<file path="config.mk">
export PLATFORM = sky130hd
export DESIGN_NAME = rx_line_assembler_ring
export DESIGN_NICKNAME = d
export VERILOG_FILES = /design/src/hw/rtl/rla_pkg.sv /design/src/hw/rtl/rla_front.sv /design/src/hw/rtl/rla_cmdq.sv /design/src/hw/rtl/rla_back.sv /design/src/hw/rtl/rx_line_assembler_ring.sv
export SDC_FILE = /design/constraint.sdc
export NUM_CORES = 1
export LEC_CHECK = 0
export BUFFER_PORTS_ARGS = -buffer_cell sky130_fd_sc_hd__buf_2
export CORE_AREA = 4 4 252 229
export CTS_CLUSTER_SIZE = 8
export DETAILED_ROUTE_END_ITERATION = 10
export DIE_AREA = 0 0 256 233
export GPL_TIMING_DRIVEN = 0
export SLEW_MARGIN = 40
export SYNTH_ARGS = -nofsm -noshare
export SYNTH_HDL_FRONTEND = slang
export SYNTH_SLANG_ARGS = --single-unit
</file>
<file path="constraint.sdc">
create_clock -name clk -period 2.9 [get_ports clk]
set_input_delay 0.29 -clock clk [delete_from_list [all_inputs] [get_ports clk]]
set_output_delay 0.29 -clock clk [all_outputs]
set_load 0.02 [all_outputs]
</file>
<file path="src/hw/rtl/rla_pkg.sv">
`default_nettype none

package rla_pkg;

  localparam int unsigned RING_SIZE_DEF = 64;
  localparam int unsigned CMDQ_DEPTH    = 2;
  localparam int unsigned OUT_DEPTH     = 4;

  localparam logic [7:0] CH_CR = 8'h0D;
  localparam logic [7:0] CH_LF = 8'h0A;

  typedef enum logic [1:0] {
    K_ECHO  = 2'd0,
    K_STORE = 2'd1,
    K_LINE  = 2'd2
  } kind_t;

  typedef struct packed {
    kind_t      kind;
    logic [7:0] data;
  } cmd_t;

  typedef struct packed {
    logic [7:0] data;
    logic       line;
    logic       last;
  } result_t;

endpackage

`default_nettype wire

</file>
<file path="src/hw/rtl/rla_front.sv">
`default_nettype none

module rla_front (
  input  wire logic          clk,
  input  wire logic          rst_n,
  input  wire logic          push,
  output logic               full,
  input  wire logic [7:0]    in_rx_byte,
  output logic               cmd_valid,
  output rla_pkg::cmd_t      cmd,
  input  wire logic          cmd_full
);

  logic          fr_valid_r;
  logic          fr_valid_nxt;
  rla_pkg::cmd_t fr_cmd_r;
  rla_pkg::kind_t kind;
  logic          accept;
  logic          fwd;

  always_comb begin
    if (in_rx_byte == rla_pkg::CH_CR) begin
      kind = rla_pkg::K_ECHO;
    end else if (in_rx_byte == rla_pkg::CH_LF) begin
      kind = rla_pkg::K_LINE;
    end else begin
      kind = rla_pkg::K_STORE;
    end
  end

  assign full      = fr_valid_r & cmd_full;
  assign accept    = push & ~full;
  assign fwd       = fr_valid_r & ~cmd_full;
  assign cmd_valid = fr_valid_r;
  assign cmd       = fr_cmd_r;

  always_comb begin
    fr_valid_nxt = fr_valid_r;
    if (accept) begin
      fr_valid_nxt = 1'b1;
    end else if (fwd) begin
      fr_valid_nxt = 1'b0;
    end
  end

  always_ff @(posedge clk) begin
    if (!rst_n) begin
      fr_valid_r <= 1'b0;
    end else begin
      fr_valid_r <= fr_valid_nxt;
    end
  end

  always_ff @(posedge clk) begin
    if (accept) begin
      fr_cmd_r.kind <= kind;
      fr_cmd_r.data <= in_rx_byte;
    end
  end

endmodule

`default_nettype wire

</file>
<file path="src/hw/rtl/rla_cmdq.sv">
`default_nettype none

module rla_cmdq (
  input  wire logic          clk,
  input  wire logic          rst_n,
  input  wire logic          wr_valid,
  input  wire rla_pkg::cmd_t wr_cmd,
  output logic               wr_full,
  output logic               rd_valid,
  output rla_pkg::cmd_t      rd_cmd,
  input  wire logic          rd_pop
);

  localparam int unsigned DEPTH = rla_pkg::CMDQ_DEPTH;
  localparam int unsigned IDX_W = (DEPTH > 1) ? $clog2(DEPTH) : 1;
  localparam int unsigned CNT_W = $clog2(DEPTH + 1);

  rla_pkg::cmd_t    q_r [DEPTH];
  logic [IDX_W-1:0] wp_r, wp_nxt;
  logic [IDX_W-1:0] rp_r, rp_nxt;
  logic [CNT_W-1:0] cnt_r, cnt_nxt;
  logic             do_wr;
  logic             do_rd;

  function automatic logic [IDX_W-1:0] idx_inc(input logic [IDX_W-1:0] p);
    idx_inc = (p == IDX_W'(DEPTH - 1)) ? '0 : p + 1'b1;
  endfunction

  assign wr_full  = (cnt_r == CNT_W'(DEPTH));
  assign rd_valid = (cnt_r != '0);
  assign rd_cmd   = q_r[rp_r];
  assign do_wr    = wr_valid & ~wr_full;
  assign do_rd    = rd_pop & rd_valid;

  always_comb begin
    wp_nxt  = do_wr ? idx_inc(wp_r) : wp_r;
    rp_nxt  = do_rd ? idx_inc(rp_r) : rp_r;
    cnt_nxt = cnt_r + CNT_W'(do_wr) - CNT_W'(do_rd);
  end

  always_ff @(posedge clk) begin
    if (!rst_n) begin
      wp_r  <= '0;
      rp_r  <= '0;
      cnt_r <= '0;
    end else begin
      wp_r  <= wp_nxt;
      rp_r  <= rp_nxt;
      cnt_r <= cnt_nxt;
    end
  end

  always_ff @(posedge clk) begin
    if (do_wr) begin
      q_r[wp_r] <= wr_cmd;
    end
  end

endmodule

`default_nettype wire

</file>
<file path="src/hw/rtl/rla_back.sv">
`default_nettype none

module rla_back #(
  parameter int unsigned RING_SIZE = rla_pkg::RING_SIZE_DEF
) (
  input  wire logic          clk,
  input  wire logic          rst_n,
  input  wire logic          cmd_valid,
  input  wire rla_pkg::cmd_t cmd,
  output logic               cmd_pop,
  output logic               empty,
  input  wire logic          pop,
  output rla_pkg::result_t   res
);

  localparam int unsigned PTR_W  = $clog2(RING_SIZE);
  localparam int unsigned ODEPTH = rla_pkg::OUT_DEPTH;
  localparam int unsigned OIDX_W = $clog2(ODEPTH);
  localparam int unsigned OCNT_W = $clog2(ODEPTH + 1);

  typedef enum logic [1:0] {
    S_IDLE  = 2'b01,
    S_DRAIN = 2'b10
  } state_t;

  state_t           state_r, state_nxt;
  logic [PTR_W-1:0] wr_r, wr_nxt;
  logic [PTR_W-1:0] rd_r, rd_nxt;
  logic [PTR_W-1:0] rd_inc;

  logic [7:0]       mem [RING_SIZE];
  logic [7:0]       mem_q_r;
  logic             mem_we;
  logic             mem_re;

  // result stage ahead of the output queue
  logic             b_valid_r, b_valid_nxt;
  logic             b_mem_r, b_mem_nxt;
  logic [7:0]       b_byte_r, b_byte_nxt;
  logic             b_line_r, b_line_nxt;
  logic             b_last_r, b_last_nxt;
  rla_pkg::result_t b_res;

  rla_pkg::result_t  oq_r [ODEPTH];
  logic [OIDX_W-1:0] owp_r, orp_r;
  logic [OCNT_W-1:0] ocnt_r, ocnt_nxt;
  logic              o_pop;
  logic              credit;

  function automatic logic [PTR_W-1:0] ptr_inc(input logic [PTR_W-1:0] p);
    ptr_inc = (p == PTR_W'(RING_SIZE - 1)) ? '0 : p + 1'b1;
  endfunction

  // room for the request in the result stage plus the one being made now
  assign credit = (ocnt_r + OCNT_W'(b_valid_r)) < OCNT_W'(ODEPTH);
  assign rd_inc = ptr_inc(rd_r);

  always_comb begin
    state_nxt   = state_r;
    wr_nxt      = wr_r;
    rd_nxt      = rd_r;
    cmd_pop     = 1'b0;
    mem_we      = 1'b0;
    mem_re      = 1'b0;
    b_valid_nxt = 1'b0;
    b_mem_nxt   = 1'b0;
    b_byte_nxt  = b_byte_r;
    b_line_nxt  = 1'b0;
    b_last_nxt  = 1'b0;
    case (state_r)
      S_IDLE: begin
        if (cmd_valid && credit) begin
          cmd_pop     = 1'b1;
          b_valid_nxt = 1'b1;
          b_byte_nxt  = cmd.data;
          b_last_nxt  = 1'b1;
          case (cmd.kind)
            rla_pkg::K_STORE: begin
              mem_we = 1'b1;
              wr_nxt = ptr_inc(wr_r);
            end
            rla_pkg::K_LINE: begin
              if (rd_r != wr_r) begin
                b_last_nxt = 1'b0;
                state_nxt  = S_DRAIN;
              end
            end
            default: ;
          endcase
        end
      end
      S_DRAIN: begin
        if (credit) begin
          mem_re      = 1'b1;
          b_valid_nxt = 1'b1;
          b_mem_nxt   = 1'b1;
          b_line_nxt  = 1'b1;
          rd_nxt      = rd_inc;
          if (rd_inc == wr_r) begin
            b_last_nxt = 1'b1;
            state_nxt  = S_IDLE;
          end
        end
      end
      default: state_nxt = S_IDLE;
    endcase
  end

  always_ff @(posedge clk) begin
    if (!rst_n) begin
      state_r   <= S_IDLE;
      wr_r      <= '0;
      rd_r      <= '0;
      b_valid_r <= 1'b0;
    end else begin
      state_r   <= state_nxt;
      wr_r      <= wr_nxt;
      rd_r      <= rd_nxt;
      b_valid_r <= b_valid_nxt;
    end
  end

  always_ff @(posedge clk) begin
    b_mem_r  <= b_mem_nxt;
    b_byte_r <= b_byte_nxt;
    b_line_r <= b_line_nxt;
    b_last_r <= b_last_nxt;
  end

  always_ff @(posedge clk) begin
    if (mem_we) begin
      mem[wr_r] <= cmd.data;
    end
  end

  always_ff @(posedge clk) begin
    if (mem_re) begin
      mem_q_r <= mem[rd_r];
    end
  end

  assign b_res.data = b_mem_r ? mem_q_r : b_byte_r;
  assign b_res.line = b_line_r;
  assign b_res.last = b_last_r;

  assign empty    = (ocnt_r == '0);
  assign o_pop    = pop & ~empty;
  assign res      = oq_r[orp_r];
  assign ocnt_nxt = ocnt_r + OCNT_W'(b_valid_r) - OCNT_W'(o_pop);

  always_ff @(posedge clk) begin
    if (!rst_n) begin
      owp_r  <= '0;
      orp_r  <= '0;
      ocnt_r <= '0;
    end else begin
      if (b_valid_r) begin
        owp_r <= owp_r + 1'b1;
      end
      if (o_pop) begin
        orp_r <= orp_r + 1'b1;
      end
      ocnt_r <= ocnt_nxt;
    end
  end

  always_ff @(posedge clk) begin
    if (b_valid_r) begin
      oq_r[owp_r] <= b_res;
    end
  end

`ifndef ASSERT_OFF
  a_no_oq_overflow: assert property (@(posedge clk) disable iff (!rst_n)
    b_valid_r |-> (ocnt_r < OCNT_W'(ODEPTH)))
    else $error("result queue written while full");

  a_drain_nonempty: assert property (@(posedge clk) disable iff (!rst_n)
    (state_r == S_DRAIN) |-> (rd_r != wr_r))
    else $error("drain with no pending bytes");

  a_ptr_range: assert property (@(posedge clk) disable iff (!rst_n)
    (rd_r <= PTR_W'(RING_SIZE - 1)) && (wr_r <= PTR_W'(RING_SIZE - 1)))
    else $error("ring position out of range");

  a_wr_stable_drain: assert property (@(posedge clk) disable iff (!rst_n)
    (state_r == S_DRAIN) |=> $stable(wr_r))
    else $error("write position moved during drain");
`endif

endmodule

`default_nettype wire

</file>
<file path="src/hw/rtl/rx_line_assembler_ring.sv">
// Serial receive line assembler kept in a ring buffer.
// Input side is a queue: present in_rx_byte with push; the byte is taken on
// a clock edge with push high and full low. Result side is a queue too:
// while empty is low, out_byte / out_is_line_char / out_last show the oldest
// result, which is taken on an edge with pop high.
// Every byte is echoed first (out_is_line_char = 0). Bytes other than CR and
// LF go into the ring. An LF releases the pending line bytes in order
// (out_is_line_char = 1); out_last marks the final result of each byte.
// An echo passes the front register, command queue, result stage and result
// queue before it shows. The back end gives one result per cycle while the
// result queue has room: one for a plain byte, one plus one per pending byte
// for an LF (at most RING_SIZE - 1 pending); the single ring read port paces the drain.
// A two-entry command queue between the classifier and the ring sequencer
// lets the input side keep taking bytes while a line drains.
// Reset (rst_n low, synchronous) empties all queues and sets both ring
// positions to zero; no clearing pass is needed.
// If pop stays low the result queue fills, the sequencer stops, the command
// queue fills and full rises; nothing is dropped.
`default_nettype none

module rx_line_assembler_ring #(
  parameter int unsigned RING_SIZE = rla_pkg::RING_SIZE_DEF
) (
  input  wire logic       clk,
  input  wire logic       rst_n,
  input  wire logic       push,
  output logic            full,
  input  wire logic [7:0] in_rx_byte,
  output logic            empty,
  input  wire logic       pop,
  output logic [7:0]      out_byte,
  output logic            out_is_line_char,
  output logic            out_last
);

  logic             f_valid;
  rla_pkg::cmd_t    f_cmd;
  logic             q_full;
  logic             q_valid;
  rla_pkg::cmd_t    q_cmd;
  logic             q_pop;
  rla_pkg::result_t res;

  rla_front u_front (
    .clk        (clk),
    .rst_n      (rst_n),
    .push       (push),
    .full       (full),
    .in_rx_byte (in_rx_byte),
    .cmd_valid  (f_valid),
    .cmd        (f_cmd),
    .cmd_full   (q_full)
  );

  rla_cmdq u_cmdq (
    .clk      (clk),
    .rst_n    (rst_n),
    .wr_valid (f_valid),
    .wr_cmd   (f_cmd),
    .wr_full  (q_full),
    .rd_valid (q_valid),
    .rd_cmd   (q_cmd),
    .rd_pop   (q_pop)
  );

  rla_back #(
    .RING_SIZE (RING_SIZE)
  ) u_back (
    .clk       (clk),
    .rst_n     (rst_n),
    .cmd_valid (q_valid),
    .cmd       (q_cmd),
    .cmd_pop   (q_pop),
    .empty     (empty),
    .pop       (pop),
    .res       (res)
  );

  assign out_byte         = res.data;
  assign out_is_line_char = res.line;
  assign out_last         = res.last;

endmodule

`default_nettype wire
</file>
==> key figures <==
Logic synthesis
  – Adder-Cell Fraction of Synth Area: 0.713%
  – Most frequent cells after synthesis: 598 x edfxtp_1, 138 x mux4_2, 102 x nor2_1, 49 x nand2_1, 48 x a22oi_1
  – Synthesis warning total: 0
  – Syn Area/Cell: 19.7 um^2
  – Post-Synth Simple-Gate Area: 4.37%
  – Compound-Gate Fraction of Synth Area: 3.08%
  – Area contributors post-synth: edfxtp_1 73%, mux4_2 13%, dfxtp_1 2.6%, nor2_1 1.6%, a22oi_1 1.5%
  – Async SR Flop Fraction: 0%
  – Post-Synthesis Net Count: 1,271
  – Register area share after synthesis: 75.7%
  – Distinct cells, synth: 52
  – Area leader, netlist: edfxtp_1
  – EDFF count, synth: 598
  – Cell Area, Synth: 0.0246 mm^2
  – Main synth FF type: edfxtp_1
  – Combinational family with the most area after synthesis: multiplexers
  – Most frequent cell after synthesis: edfxtp_1
  – Yosys top cell area share: 73.1%
  – XOR/XNOR Fraction of Synth Area: 0.856%
  – #FFs+latches synth: 630
  – Cells after Synth: 1,245
  – Multiplexer area fraction after synthesis: 13.8%

Critical path
  – Slowest cell delay on critical path: 0.53 ns
  – Crit-path cells: ha_1 > ha_1 > xor2_2 > a2111oi_4 > buf_4 > nand3_4 > nor2_2
  – WS Path Type: reg2reg
  – CP most frequent cell: ha_1
  – Worst Setup End Kind: flop
  – Critical Path Slowest Stage Cell: nor2_2
  – Worst Path Required: 3.12 ns
  – Reg2reg path depth: 7
  – CP Max Fanout: 10
  – Worst setup SP type: flop
  – Worst path bufs/invs: 1
  – CP arrival: 3.16 ns
  – CP delay by family, top: simple AND/OR/NAND/NOR gates
  – Worst path depth: 7

Timing
  – Hold Slack: 0.195 ns
  – RSZ-0062 raised after global routing: true
  – Setup TNS: -0.645 ns
  – Clock Skew: 0.0222 ns
  – Crit share post-route: 101%
  – Setup WS post-layout: -0.0344 ns
  – Maximum achievable frequency: 341 MHz
  – Worst Tran Pin Value: 0.931 ns
  – Hold Vio Cnt, Final: 0
  – Rel. slew slack: 38.0%
  – Final setup violation count: 32
  – Max-slew violations: 0
  – Fin crit period: 2.93 ns

Die
  – Die H: 233 um
  – Die W: 256 um
  – Die area: 0.0596 mm^2
  – Std-Cell Rows: 82
  – Boundary Pins: 24
  – Core box area: 0.0552 mm^2
  – Starting density of the core: 44.5%

Finish
  – Area Growth Syn to Fin: 17.5%
  – # fillers: 4,289
  – Diode count: 0
  – Layout cells sized above 1: 29.7%
  – Layout Cells excl Fill: 2,126
  – Nets@finish: 1,407

Status
  – Run status: finished with violations
  – Violated checks: negative setup slack

Clock network
  – CTS clk-pin slew, worst paths: 0.05 ns
  – Htree depth: 3
  – Clock Latency Late Sink: 0.61 ns
  – Clock Sinks: 630
  – TritonCTS Buffers: 88
  – Root buffer cell: clkbuf_16
  – Max clock buf depth: 3
  – CTS tree: done

Routing
  – Via density: 5.86
  – Detailed Route Iter0 Violations: 1,433
  – Routed length per instance: 26.4 um
  – Via Count: 12,500
  – DR pass1 iterations: 6
  – Routed Antenna Nets: 0
  – DRC: 0
  – Total routed wirelength: 56,000 um

Run
  – Max cap viols: 0

Min path
  – Hold Crit Class: in2reg
  – Hold Path Stages: 4

Global route
  – Vias in the first global route: 12,800
  – Initial antenna violation count: 1
  – First-pass GRT wire length: 83,400 um
  – GR Util All Layers: 19.0%
  – Largest net degree at the start of global routing: 66
  – Grt ovf: 0

Pwr
  – Peak VDD IR: 484 uV
  – Overall power consumption: 21.9 mW
  – Leak Pwr: 8.98 nW
  – Pwr dens: 758 mW/mm^2

Placement
  – Port bufs: 23
  – Final Wtd Congestion: 0.924
  – Inst Count DP: 1,982
  – Detailed placer's ending HPWL: 34,700 um
[state kept, by name, summed over array words and instances, names as in the netlist, 2 cells and up, named ones only]
register         cells
u_front.cmd         10
u_back.state_r       2
u_back.mem         512
u_back.mem_q_r       8
u_cmdq.cnt_r         2
u_back.rd_r          6
u_cmdq.q_r          20
u_back.wr_r          6
u_back.b_byte_r      8
u_back.owp_r         2
u_back.orp_r         2
u_back.ocnt_r        3
u_back.oq_r         40
[report_power, final]
part	internal, mW	switching [mW]	leakage (nW)	total (mW)
logic	0.550	1.37	2.16	1.92
clock network	5.60	3.44	1.17	9.04
registers	10.8	0.0993	5.65	10.9
[cell usage in the layout (no fill, tap or decap), drive strengths merged, types with 2 or more instances in the layout]
cell type / count
ha: 14
nand3: 20
and3: 3
a31oi: 2
buf: 70
a21oi: 21
and3b: 2
mux4: 138
o32ai: 2
a211o: 2
nor2: 103
or3: 4
xor2: 14
a22oi: 48
nor2b: 10
nor3b: 2
a211oi: 6
nor4: 4
dfxtp: 32
o21ai: 9
edfxtp: 598
nand2: 52
nand2b: 4
dlygate4sd3: 10
a41oi: 2
a21o: 2
mux2: 24
nor3: 5
or2: 3
xnor2: 10
a221oi: 8
clkbuf: 148
inv: 18
or3b: 2
and2: 8
nand3b: 3
mux2i: 2
[routing by layer]
layer	track usage, %	up-vias	part of all wire [%]
met2	28.9	463	46
met5	0	-	0
met4	7.04	0	2.8
met3	3.69	104	6.9
li1	-	5324	-
met1	27.6	6562	44
[through the flow]
step / instance area (um^2) / util (%) / setup slack (ns)
floorplan: 24600 / - / 0.266
global placement: 25600 / 46.3 / -0.566
detailed placement: 25600 / 46.4 / -0.600
CTS: 28600 / 51.9 / -0.0351
global route: 28800 / 52.3 / -0.148
finish: 28800 / 52.3 / -0.0344
[tightest hold or removal path, cell delays in order]
cell     delay, ns
buf_2         0.09
nor2b_1       0.15
xnor2_1       0.14
nor2_1        0.08
[final timing paths]
| check | from | endpoint | slack, ns |
|---|---|---|---|
| max | u_back.b_valid_r$_SDFF_PN0_ | u_back.mem[23][5]$_DFFE_PP_ | -0.03 |
| min | pop | flop | 0.20 |
| max reg2reg | u_back.b_valid_r$_SDFF_PN0_ | u_back.mem[23][5]$_DFFE_PP_ | -0.03 |
| min reg2reg | u_front.cmd[3]$_DFFE_PP_ | u_cmdq.q_r[1][3]$_DFFE_PP_ | 0.45 |
[logic make-up (layout without fill, tap and decap cells)]
group,Yosys count,after routing
xor+xnor,24,24
mux,164,164
simple gates,228,228
fa+ha+maj,14,14
compound gates,106,106
flops,630,630
buf+inv,79,246
[area by class of cell]
type	count	area [um^2]	area share, %
Inverter	15	56.3	0.195
Multi-Input combinational cell	536	6150	21.3
Sequential cell	630	18600	64.5
Buffer	64	338	1.17
Clock inverter	3	26.3	0.0911
Tap cell	714	893	3.10
Clock buffer	118	2380	8.25
Timing Repair Buffer	46	404	1.40
[timing repair]
item                                    4_1_cts  5_1_grt
pin swaps                                     8        6
buffers inserted                              7        3
hold buffers                                 10        0
gates resized for setup                     130       24
gates cloned                                  0        0
endpoints found under the setup margin      521      261
endpoints found under the hold margin        11        0
(Power assumes the default switching activity.)
